**config.mk**
```make
export PLATFORM = sky130hd
export DESIGN_NAME = nv12_nearest_scale_addr_gen_flat
export DESIGN_NICKNAME = d
export VERILOG_FILES = /design/src/rtl/nnsag_pkg.sv /design/src/rtl/nnsag_if.sv /design/src/rtl/nnsag_mul.sv /design/src/rtl/nnsag_div.sv /design/src/rtl/nv12_nearest_scale_addr_gen.sv /design/src/flat_wrapper.sv
export SDC_FILE = /design/constraint.sdc
export NUM_CORES = 1
export LEC_CHECK = 0
export BUFFER_PORTS_ARGS = -buffer_cell sky130_fd_sc_hd__buf_4
export CAP_MARGIN = 0
export CORE_AREA = 2 2 281 283
export CTS_CLUSTER_DIAMETER = 50
export DETAILED_ROUTE_END_ITERATION = 10
export DIE_AREA = 0 0 283 285
export PLACE_DENSITY = 0.6
export SETUP_SLACK_MARGIN = 0.05
export SYNTH_ARGS = -nofsm -noshare
export SYNTH_HDL_FRONTEND = slang
export SYNTH_SLANG_ARGS = --single-unit
```
**constraint.sdc**
```tcl
create_clock -name clk -period 6.2 [get_ports clk]
set_input_delay 0.62 -clock clk [delete_from_list [all_inputs] [get_ports clk]]
set_output_delay 0.62 -clock clk [all_outputs]
set_load 0.1 [all_outputs]
```
**src/rtl/nnsag_pkg.sv**
```systemverilog
// ----------------------------------------------------------------------------
// nnsag_pkg
// shared widths, register indexes and dimension helpers for the nv12
// nearest-neighbor scale address generator
// ----------------------------------------------------------------------------
`default_nettype none

package nnsag_pkg;

    localparam int DIM_W    = 13;   // configuration register width
    localparam int CNT_W    = 12;   // block counters, coordinates, quotients
    localparam int PROD_W   = 25;   // serial multiplier product width
    localparam int STEP_W   = 4;    // serial step counter width
    localparam int LUMA_W   = 24;
    localparam int CHROMA_W = 23;
    localparam int REG_IDX_W = 2;

    localparam logic [DIM_W-1:0] MAX_DIM = DIM_W'(4096);

    // one multiplier bit or one quotient bit per step
    localparam logic [STEP_W-1:0] LAST_STEP = STEP_W'(CNT_W - 1);

    localparam logic [REG_IDX_W-1:0] REG_SRC_WIDTH  = REG_IDX_W'(0);
    localparam logic [REG_IDX_W-1:0] REG_SRC_HEIGHT = REG_IDX_W'(1);
    localparam logic [REG_IDX_W-1:0] REG_DST_WIDTH  = REG_IDX_W'(2);
    localparam logic [REG_IDX_W-1:0] REG_DST_HEIGHT = REG_IDX_W'(3);

    localparam logic [DIM_W-1:0] RST_SRC_WIDTH  = DIM_W'(640);
    localparam logic [DIM_W-1:0] RST_SRC_HEIGHT = DIM_W'(480);
    localparam logic [DIM_W-1:0] RST_DST_WIDTH  = DIM_W'(160);
    localparam logic [DIM_W-1:0] RST_DST_HEIGHT = DIM_W'(120);

    function automatic logic [DIM_W-1:0] sat_dim(input logic [DIM_W-1:0] v);
        sat_dim = (v > MAX_DIM) ? MAX_DIM : v;
    endfunction

    function automatic logic [DIM_W-1:0] tgt_dim(input logic [DIM_W-1:0] v);
        logic [DIM_W-1:0] d;
        d = sat_dim(v) & ~DIM_W'(1);
        tgt_dim = (d == '0) ? DIM_W'(2) : d;
    endfunction

endpackage

`default_nettype wire

```
**src/rtl/nnsag_if.sv**
```systemverilog
// ----------------------------------------------------------------------------
// nnsag channel interfaces
// valid/ready channels for requests, results and register writes
// ----------------------------------------------------------------------------
`default_nettype none

interface nnsag_item_if;
    logic valid;
    logic ready;
    logic restart;

    modport source (output valid, output restart, input ready);
    modport sink   (input valid, input restart, output ready);
endinterface

interface nnsag_result_if;
    import nnsag_pkg::*;
    logic                valid;
    logic                ready;
    logic [LUMA_W-1:0]   src_luma_offset;
    logic [CHROMA_W-1:0] src_chroma_offset;
    logic [LUMA_W-1:0]   dst_luma_offset;
    logic [CHROMA_W-1:0] dst_chroma_offset;
    logic                last_block;

    modport source (output valid, output src_luma_offset, output src_chroma_offset,
                    output dst_luma_offset, output dst_chroma_offset,
                    output last_block, input ready);
    modport sink   (input valid, input src_luma_offset, input src_chroma_offset,
                    input dst_luma_offset, input dst_chroma_offset,
                    input last_block, output ready);
endinterface

interface nnsag_cfg_if;
    import nnsag_pkg::*;
    logic                 valid;
    logic                 ready;
    logic [REG_IDX_W-1:0] index;
    logic [DIM_W-1:0]     data;

    modport source (output valid, output index, output data, input ready);
    modport sink   (input valid, input index, input data, output ready);
endinterface

`default_nettype wire

```
**src/rtl/nnsag_mul.sv**
```systemverilog
// ----------------------------------------------------------------------------
// nnsag_mul
// bit-serial shift-add multiplier, 13 x 12 bits, one multiplier bit a cycle
// ----------------------------------------------------------------------------
`default_nettype none

module nnsag_mul (
    input  wire logic                          clk,
    input  wire logic                          rst_n,
    input  wire logic                          start,
    input  wire logic [nnsag_pkg::DIM_W-1:0]   mcand,
    input  wire logic [nnsag_pkg::CNT_W-1:0]   mplier,
    output logic      [nnsag_pkg::PROD_W-1:0]  product,
    output logic                               done
);
    import nnsag_pkg::*;

    // {carry, high accumulator, remaining multiplier bits}
    logic [DIM_W+CNT_W:0]   p_reg,     p_next;
    logic [DIM_W-1:0]       mcand_reg;
    logic [STEP_W-1:0]      cnt_reg,   cnt_next;
    logic                   busy_reg,  busy_next;
    logic                   done_reg,  done_next;
    logic [DIM_W:0]         sum;

    always_comb
    begin
        sum       = p_reg[DIM_W+CNT_W:CNT_W]
                  + (p_reg[0] ? {1'b0, mcand_reg} : '0);
        p_next    = p_reg;
        cnt_next  = cnt_reg;
        busy_next = busy_reg;
        done_next = 1'b0;
        if (start)
        begin
            p_next    = {{(DIM_W+1){1'b0}}, mplier};
            cnt_next  = '0;
            busy_next = 1'b1;
        end
        else if (busy_reg)
        begin
            p_next   = {1'b0, sum, p_reg[CNT_W-1:1]};
            cnt_next = cnt_reg + STEP_W'(1);
            if (cnt_reg == LAST_STEP)
            begin
                busy_next = 1'b0;
                done_next = 1'b1;
            end
        end
    end

    always_ff @(posedge clk or negedge rst_n)
    begin
        if (!rst_n)
        begin
            cnt_reg  <= '0;
            busy_reg <= 1'b0;
            done_reg <= 1'b0;
        end
        else
        begin
            cnt_reg  <= cnt_next;
            busy_reg <= busy_next;
            done_reg <= done_next;
        end
    end

    always_ff @(posedge clk)
    begin
        p_reg <= p_next;
        if (start)
        begin
            mcand_reg <= mcand;
        end
    end

    assign product = p_reg[PROD_W-1:0];
    assign done    = done_reg;

endmodule

`default_nettype wire

```
**src/rtl/nnsag_div.sv**
```systemverilog
// ----------------------------------------------------------------------------
// nnsag_div
// bit-serial restoring divider, 25-bit dividend by 13-bit divisor,
// one quotient bit a cycle; the quotient is known to fit in 12 bits
// ----------------------------------------------------------------------------
`default_nettype none

module nnsag_div (
    input  wire logic                          clk,
    input  wire logic                          rst_n,
    input  wire logic                          start,
    input  wire logic [nnsag_pkg::PROD_W-1:0]  num,
    input  wire logic [nnsag_pkg::DIM_W-1:0]   den,
    output logic      [nnsag_pkg::CNT_W-1:0]   quot,
    output logic                               done
);
    import nnsag_pkg::*;

    logic [DIM_W-1:0]   rem_reg,  rem_next;
    logic [CNT_W-1:0]   q_reg,    q_next;
    logic [DIM_W-1:0]   den_reg;
    logic [STEP_W-1:0]  cnt_reg,  cnt_next;
    logic               busy_reg, busy_next;
    logic               done_reg, done_next;
    logic [DIM_W:0]     trial;
    logic [DIM_W+1:0]   diff;

    always_comb
    begin
        trial     = {rem_reg, q_reg[CNT_W-1]};
        diff      = {1'b0, trial} - {2'b00, den_reg};
        rem_next  = rem_reg;
        q_next    = q_reg;
        cnt_next  = cnt_reg;
        busy_next = busy_reg;
        done_next = 1'b0;
        if (start)
        begin
            // upper bits already below the divisor: skip those steps
            rem_next  = num[PROD_W-1:CNT_W];
            q_next    = num[CNT_W-1:0];
            cnt_next  = '0;
            busy_next = 1'b1;
        end
        else if (busy_reg)
        begin
            if (!diff[DIM_W+1])
            begin
                rem_next = diff[DIM_W-1:0];
                q_next   = {q_reg[CNT_W-2:0], 1'b1};
            end
            else
            begin
                rem_next = trial[DIM_W-1:0];
                q_next   = {q_reg[CNT_W-2:0], 1'b0};
            end
            cnt_next = cnt_reg + STEP_W'(1);
            if (cnt_reg == LAST_STEP)
            begin
                busy_next = 1'b0;
                done_next = 1'b1;
            end
        end
    end

    always_ff @(posedge clk or negedge rst_n)
    begin
        if (!rst_n)
        begin
            cnt_reg  <= '0;
            busy_reg <= 1'b0;
            done_reg <= 1'b0;
        end
        else
        begin
            cnt_reg  <= cnt_next;
            busy_reg <= busy_next;
            done_reg <= done_next;
        end
    end

    always_ff @(posedge clk)
    begin
        rem_reg <= rem_next;
        q_reg   <= q_next;
        if (start)
        begin
            den_reg <= den;
        end
    end

    assign quot = q_reg;
    assign done = done_reg;

endmodule

`default_nettype wire

```
**src/rtl/nv12_nearest_scale_addr_gen.sv**
```systemverilog
// ----------------------------------------------------------------------------
// nv12_nearest_scale_addr_gen
// buffer offset generator for nearest-neighbor downscaling of an nv12 frame,
// one 2x2 thumbnail block per request in raster order
// ----------------------------------------------------------------------------
// each request steps through multiply, divide, multiply and finish states
// throughput: one block at a time, set by three back-to-back 12-step
//   serial passes (multiply, divide, multiply) one bit per cycle
// a finished result waits in the output register while the next request runs
// reset: registers go to 640x480 source and 160x120 target, block counters
//   to the first block, no result pending
`default_nettype none

module nv12_nearest_scale_addr_gen (
    input  wire logic     clk,
    input  wire logic     rst_n,
    nnsag_item_if.sink    item,
    nnsag_result_if.source result,
    nnsag_cfg_if.sink     cfg
);
    import nnsag_pkg::*;

    typedef enum logic [2:0] {
        ST_IDLE,
        ST_MUL1,
        ST_DIV,
        ST_MUL2,
        ST_FIN
    } state_t;

    // configuration registers
    logic [DIM_W-1:0] src_width_reg;
    logic [DIM_W-1:0] src_height_reg;
    logic [DIM_W-1:0] dst_width_reg;
    logic [DIM_W-1:0] dst_height_reg;

    // effective dimensions
    logic [DIM_W-1:0] sw, sh, tw, th;
    logic [CNT_W-1:0] cols, rows;

    // block position bookkeeping
    state_t             state_reg;
    logic [CNT_W-1:0]   bc_reg, br_reg;
    logic [CNT_W-1:0]   c0, r0, c1, r1, r2, cn, rn, rn0;
    logic               last_cur;
    logic [CNT_W-1:0]   x_reg, y_reg;
    logic [CNT_W-2:0]   brow_reg;
    logic               last_reg;
    logic               mul_start_reg;
    logic               div_start_reg;
    logic               accept;

    // serial units
    logic [DIM_W-1:0]   m0_a, m1_a;
    logic [CNT_W-1:0]   m0_b, m1_b;
    logic [PROD_W-1:0]  m0_p, m1_p, m2_p, m3_p;
    logic               m0_done, m1_done, m2_done, m3_done;
    logic               start_dst;
    logic [PROD_W-1:0]  num_row, num_col;
    logic [CNT_W-1:0]   srow, scol;
    logic               d0_done, d1_done;
    logic               mul1_fin, div_fin;

    // result register
    logic                out_valid_reg;
    logic [LUMA_W-1:0]   src_luma_reg;
    logic [CHROMA_W-1:0] src_chroma_reg;
    logic [LUMA_W-1:0]   dst_luma_reg;
    logic [CHROMA_W-1:0] dst_chroma_reg;
    logic                last_out_reg;
    logic                out_load;

    // ------------------------------------------------------------------
    // register writes, always ready
    // ------------------------------------------------------------------
    assign cfg.ready = 1'b1;

    always_ff @(posedge clk or negedge rst_n)
    begin
        if (!rst_n)
        begin
            src_width_reg  <= RST_SRC_WIDTH;
            src_height_reg <= RST_SRC_HEIGHT;
            dst_width_reg  <= RST_DST_WIDTH;
            dst_height_reg <= RST_DST_HEIGHT;
        end
        else if (cfg.valid)
        begin
            unique case (cfg.index)
                REG_SRC_WIDTH:  src_width_reg  <= cfg.data;
                REG_SRC_HEIGHT: src_height_reg <= cfg.data;
                REG_DST_WIDTH:  dst_width_reg  <= cfg.data;
                REG_DST_HEIGHT: dst_height_reg <= cfg.data;
                default:        ;
            endcase
        end
    end

    // saturate to the max dimension, force target sizes even and nonzero
    assign sw   = sat_dim(src_width_reg);
    assign sh   = sat_dim(src_height_reg);
    assign tw   = tgt_dim(dst_width_reg);
    assign th   = tgt_dim(dst_height_reg);
    assign cols = tw[DIM_W-1:1];
    assign rows = th[DIM_W-1:1];

    // ------------------------------------------------------------------
    // block position at the request transfer
    // ------------------------------------------------------------------
    assign item.ready = (state_reg == ST_IDLE);
    assign accept     = item.valid && item.ready;

    always_comb
    begin
        // restart, then pull a stale position back inside the frame
        c0  = item.restart ? '0 : bc_reg;
        r0  = item.restart ? '0 : br_reg;
        c1  = (c0 >= cols) ? '0 : c0;
        r1  = (c0 >= cols) ? r0 + CNT_W'(1) : r0;
        r2  = (r1 >= rows) ? '0 : r1;
        last_cur = (c1 == cols - CNT_W'(1)) && (r2 == rows - CNT_W'(1));
        // advance to the next block, wrapping at the end of the frame
        cn  = c1 + CNT_W'(1);
        rn0 = r2 + CNT_W'(1);
        rn  = r2;
        if (cn >= cols)
        begin
            cn = '0;
            rn = (rn0 >= rows) ? '0 : rn0;
        end
    end

    // ------------------------------------------------------------------
    // serial datapath
    // pass 1: sh*y, sw*x, tw*y, tw*(y/2)
    // pass 2: source row and column, rounded to nearest
    // pass 3: srow*sw, (srow/2)*sw
    // ------------------------------------------------------------------
    always_comb
    begin
        if (state_reg == ST_MUL2)
        begin
            m0_a = sw;
            m0_b = srow;
            m1_a = sw;
            m1_b = {1'b0, srow[CNT_W-1:1]};
        end
        else
        begin
            m0_a = sh;
            m0_b = y_reg;
            m1_a = sw;
            m1_b = x_reg;
        end
    end

    assign start_dst = mul_start_reg && (state_reg == ST_MUL1);

    nnsag_mul u_mul_srow (
        .clk     (clk),
        .rst_n   (rst_n),
        .start   (mul_start_reg),
        .mcand   (m0_a),
        .mplier  (m0_b),
        .product (m0_p),
        .done    (m0_done)
    );

    nnsag_mul u_mul_scol (
        .clk     (clk),
        .rst_n   (rst_n),
        .start   (mul_start_reg),
        .mcand   (m1_a),
        .mplier  (m1_b),
        .product (m1_p),
        .done    (m1_done)
    );

    nnsag_mul u_mul_dluma (
        .clk     (clk),
        .rst_n   (rst_n),
        .start   (start_dst),
        .mcand   (tw),
        .mplier  (y_reg),
        .product (m2_p),
        .done    (m2_done)
    );

    nnsag_mul u_mul_dchroma (
        .clk     (clk),
        .rst_n   (rst_n),
        .start   (start_dst),
        .mcand   (tw),
        .mplier  ({1'b0, brow_reg}),
        .product (m3_p),
        .done    (m3_done)
    );

    // add half the divisor so the quotient rounds to nearest
    assign num_row = m0_p + {{(PROD_W-CNT_W){1'b0}}, th[DIM_W-1:1]};
    assign num_col = m1_p + {{(PROD_W-CNT_W){1'b0}}, tw[DIM_W-1:1]};

    nnsag_div u_div_row (
        .clk   (clk),
        .rst_n (rst_n),
        .start (div_start_reg),
        .num   (num_row),
        .den   (th),
        .quot  (srow),
        .done  (d0_done)
    );

    nnsag_div u_div_col (
        .clk   (clk),
        .rst_n (rst_n),
        .start (div_start_reg),
        .num   (num_col),
        .den   (tw),
        .quot  (scol),
        .done  (d1_done)
    );

    // ------------------------------------------------------------------
    // sequencer and result register
    // ------------------------------------------------------------------
    // all four first-pass products finish together
    assign mul1_fin = (state_reg == ST_MUL1) && m0_done && m1_done && m2_done && m3_done;
    assign div_fin  = (state_reg == ST_DIV) && d0_done && d1_done;
    assign out_load = (state_reg == ST_FIN) && (!out_valid_reg || result.ready);

    always_ff @(posedge clk or negedge rst_n)
    begin
        if (!rst_n)
        begin
            state_reg     <= ST_IDLE;
            bc_reg        <= '0;
            br_reg        <= '0;
            mul_start_reg <= 1'b0;
            div_start_reg <= 1'b0;
            out_valid_reg <= 1'b0;
        end
        else
        begin
            mul_start_reg <= accept || div_fin;
            div_start_reg <= mul1_fin;
            if (out_load)
            begin
                out_valid_reg <= 1'b1;
            end
            else if (result.ready)
            begin
                out_valid_reg <= 1'b0;
            end
            unique case (state_reg)
                ST_IDLE:
                begin
                    if (accept)
                    begin
                        bc_reg    <= cn;
                        br_reg    <= rn;
                        state_reg <= ST_MUL1;
                    end
                end
                ST_MUL1:
                begin
                    if (mul1_fin)
                    begin
                        state_reg <= ST_DIV;
                    end
                end
                ST_DIV:
                begin
                    if (div_fin)
                    begin
                        state_reg <= ST_MUL2;
                    end
                end
                ST_MUL2:
                begin
                    if (m0_done && m1_done)
                    begin
                        state_reg <= ST_FIN;
                    end
                end
                ST_FIN:
                begin
                    if (out_load)
                    begin
                        state_reg <= ST_IDLE;
                    end
                end
                default:
                begin
                    state_reg <= ST_IDLE;
                end
            endcase
        end
    end

    // block coordinates and result payload
    always_ff @(posedge clk)
    begin
        if (accept)
        begin
            x_reg    <= {c1[CNT_W-2:0], 1'b0};
            y_reg    <= {r2[CNT_W-2:0], 1'b0};
            brow_reg <= r2[CNT_W-2:0];
            last_reg <= last_cur;
        end
        if (out_load)
        begin
            src_luma_reg   <= m0_p[LUMA_W-1:0] + {{(LUMA_W-CNT_W){1'b0}}, scol};
            src_chroma_reg <= m1_p[CHROMA_W-1:0]
                            + {{(CHROMA_W-CNT_W){1'b0}}, scol[CNT_W-1:1], 1'b0};
            dst_luma_reg   <= m2_p[LUMA_W-1:0] + {{(LUMA_W-CNT_W){1'b0}}, x_reg};
            dst_chroma_reg <= m3_p[CHROMA_W-1:0] + {{(CHROMA_W-CNT_W){1'b0}}, x_reg};
            last_out_reg   <= last_reg;
        end
    end

    assign result.valid             = out_valid_reg;
    assign result.src_luma_offset   = src_luma_reg;
    assign result.src_chroma_offset = src_chroma_reg;
    assign result.dst_luma_offset   = dst_luma_reg;
    assign result.dst_chroma_offset = dst_chroma_reg;
    assign result.last_block        = last_out_reg;

endmodule

`default_nettype wire

```
**src/flat_wrapper.sv**
```systemverilog
// flat-port wrapper written by rule: the top's interface ports become plain ports
module nv12_nearest_scale_addr_gen_flat import nnsag_pkg::*;
  (clk, rst_n, item_valid, item_restart, item_ready, result_valid, result_src_luma_offset, result_src_chroma_offset, result_dst_luma_offset, result_dst_chroma_offset, result_last_block, result_ready, cfg_valid, cfg_index, cfg_data, cfg_ready);
  nnsag_item_if item_i ();
  nnsag_result_if result_i ();
  nnsag_cfg_if cfg_i ();
  input  wire logic clk;
  input  wire logic rst_n;
  input wire logic [$bits(item_i.valid)-1:0] item_valid;
  input wire logic [$bits(item_i.restart)-1:0] item_restart;
  output wire logic [$bits(item_i.ready)-1:0] item_ready;
  output wire logic [$bits(result_i.valid)-1:0] result_valid;
  output wire logic [$bits(result_i.src_luma_offset)-1:0] result_src_luma_offset;
  output wire logic [$bits(result_i.src_chroma_offset)-1:0] result_src_chroma_offset;
  output wire logic [$bits(result_i.dst_luma_offset)-1:0] result_dst_luma_offset;
  output wire logic [$bits(result_i.dst_chroma_offset)-1:0] result_dst_chroma_offset;
  output wire logic [$bits(result_i.last_block)-1:0] result_last_block;
  input wire logic [$bits(result_i.ready)-1:0] result_ready;
  input wire logic [$bits(cfg_i.valid)-1:0] cfg_valid;
  input wire logic [$bits(cfg_i.index)-1:0] cfg_index;
  input wire logic [$bits(cfg_i.data)-1:0] cfg_data;
  output wire logic [$bits(cfg_i.ready)-1:0] cfg_ready;
  assign item_i.valid = item_valid;
  assign item_i.restart = item_restart;
  assign item_ready = item_i.ready;
  assign result_valid = result_i.valid;
  assign result_src_luma_offset = result_i.src_luma_offset;
  assign result_src_chroma_offset = result_i.src_chroma_offset;
  assign result_dst_luma_offset = result_i.dst_luma_offset;
  assign result_dst_chroma_offset = result_i.dst_chroma_offset;
  assign result_last_block = result_i.last_block;
  assign result_i.ready = result_ready;
  assign cfg_i.valid = cfg_valid;
  assign cfg_i.index = cfg_index;
  assign cfg_i.data = cfg_data;
  assign cfg_ready = cfg_i.ready;
  nv12_nearest_scale_addr_gen u_core (.clk(clk), .rst_n(rst_n), .item(item_i), .result(result_i), .cfg(cfg_i));
endmodule
```
==> flow_summary.yaml <==
floorplanning:
  num_io_pins: 119
  die_h_um: 285
  die-area_mm2: 0.08066
  coreArea_mm2: 0.07797
  start_util_pct: 35.61
  die-width_um: 283
  rows: 103
sta:
  slew_headroom_pct: 24.74
  fin_crit_sh_pct: 97.55
  hold_violations: 0
  fin_skew_ns: 0.03954
  holdWs_ns: 0.09615
  min_period_ns: 6.048
  maxSlewViolCount: 0
  tightest_slew_ns: 1.124
  setup_viol: 0
  clock.fmax_mhz: 165.3
  rsz0062_at_grt: "yes"
layout:
  fillers: 7440
  drive_above_1_share_pct: 17.17
  nNetsFinal: 3240
  final_common_cell: "edfxtp_1"
  multi_input_area_mm2: 0.01466
  fin_util_pct: 42.46
  diodes: 0
  regArea_mm2: 0.01236
  syn_to_final_growth_pct: 19.24
  most-common-layout-cells: "edfxtp_1 (277), nand2_1 (249), buf_4 (241)"
  fin_area_mm2: 0.03311
synthesis:
  yosysWarnings: 0
  ys_ff_latch: 448
  ys_types: 84
  synthArstFlopShare_pct: 26.34
  syn_area_mm2: 0.02776
  synth_edf_count: 277
  ys.flop_type: "edfxtp_1"
  synth_nets: 3037
  ys_seq_area_share_pct: 44.47
  synth.avg_cell_area_um2: 9.905
  syn-instance-count: 2803
grt:
  grt_pass1_wl_mm: 120.7
  grt_antenna_before_repair: 2
  grt_pass1_vias: 20780
  grt_max_degree: 71
  globalRouteTotalUtil_pct: 19.12
  overflow: 0
worst_setup_path:
  crit_path_start_kind: "flip-flop"
  cp_max_fo: 5
  critPathBufInv: 4
  endpoint_kind: "flip-flop"
  crit_family: "simple AND/OR/NAND/NOR gates"
  timing.rr.end: "u_core.br_reg[3]"
  worstPathArrival_ns: 6.57
  r2r_slack_ns: 0.15
  crit_path_max_incr_delay_ns: 0.58
  cp.required_ns: 6.73
  slowest_stage: "or4_4"
  worstSetupPathType: "flip-flop to flip-flop"
  r2r_cells: 30
  reg2reg_from: "u_core.dst_width_reg[4]"
power_and_ir_drop:
  ir_drop_uv: 192.2
  power_density_mw_per_mm2: 427.4
  power.leakage_nw: 13.83
place:
  dp_hpwl_mm: 58.86
  io_buffers: 117
  place_congestion: 0.9398
  dpl_cell_area_mm2: 0.03042
cts:
  cts_tree: "done"
  ctsHtreeMaxLevel: 3
  cts_buffer_depth: 3
  insertion_delay_ns: 0.61
  hold_buffers: 0
  clk_pin_slew_worst_paths_ns: 0.06
  numCtsBuffers: 66
  cts_sinks: 448
  clockRootBuffer: "clkbuf_16"
drt:
  dr.pass1.iters: 5
  ant_nets: 0
  drc: 0
  avgRoutedWirePerCell_um: 19.17
  vias: 21670
  drt_iter0_markers: 1607
  routed_wl_mm: 78.72
  avgViaCountPerCell: 5.277
worst_hold_path:
  hold_class: "primary input to asynchronous set/reset pin"
run:
  max_cap_violations: 0
outcome:
  outcome: "finished, final reports clean"
final cells by class:
class	instances	share of cell area (%)
multi-input combinational	2077	44.27
inverter	169	1.928
clock inverter	40	1.621
clock buffer	79	5.321
tap	1050	3.968
timing repair buffer	244	5.567
sequential	448	37.32
worst max-delay path by stage:
stage | start | end | slack (ns) | cells past startpoint
final | u_core.dst_width_reg[4] | u_core.br_reg[3] | 0.15 | 30
after global routing | u_core.dst_width_reg[4] | u_core.br_reg[3] | -0.15 | 30
after CTS | u_core.dst_width_reg[5] | u_core.br_reg[2] | 0.05 | 29
after detailed placement | u_core.dst_width_reg[5] | u_core.br_reg[2] | -0.13 | 30
after global placement | u_core.dst_width_reg[5] | u_core.br_reg[3] | -0.02 | 32
after floorplan | item_restart | u_core.br_reg[3] | 0.06 | 33
synthesized netlist by cell type, drive strengths merged, types with 69 or more instances:
master	number	area share, %
a21oi	158	2.9
and2	69	1.6
clkbuf	85	1.1
dfrtp	106	9.6
edfxtp	277	30
ha	201	9.1
inv	168	2.3
mux2	72	2.9
nand2	252	3.4
nand3	81	1.5
nor2	223	3.0
nor3	88	1.6
o21ai	126	2.3
xnor2	120	3.8
xor2	80	2.5
timing repair:
item,in CTS,in global routing
setup buffers,3,14
resized for setup,13,56
pin swaps,1,38
endpoints found under the setup margin,13,13
where the power goes:
group	total (mW)	internal [mW]	switching, mW
Clock	3.94	2.48	1.46
Sequential	4.83	3.98	0.842
Combinational	5.38	2.35	3.03
Total	14.1	8.81	5.34
metal layers:
layer / vias to the layer above / wire length (um) / track usage, %
li1: 10540 / - / -
met1: 10370 / 34550 / 25.19
met3: 141 / 5110 / 3.664
met2: 618 / 36630 / 31.15
met5: - / 30 / 0
met4: 4 / 2407 / 7.274
per-stage QoR:
step / TNS (ns) / std cells / worst slack (ns) / total power [mW]
after floorplan: 0 / 2803 / 0.05892 / 8.454
after global placement: -0.02289 / 3971 / -0.02289 / 10.04
after detailed placement: -0.9109 / 3971 / -0.1272 / 10.09
after CTS: 0 / 4093 / 0.05093 / 14.12
after global routing: -0.4393 / 4107 / -0.1523 / 15.09
final: 0 / 4107 / 0.1518 / 14.15
kinds of logic (layout without fill, tap and decap cells):
group	count (synthesis)	after routing	share of synthesized area [%]
compound gates	541	541	12.67
simple gates	993	993	17.73
fa+ha+maj	213	213	9.924
buf+inv	278	532	3.858
xor+xnor	200	200	6.309
other cells	1	1	0.01351
mux	129	129	5.021
flops	448	448	44.47
Note: power is estimated with default switching activity, not from simulation.
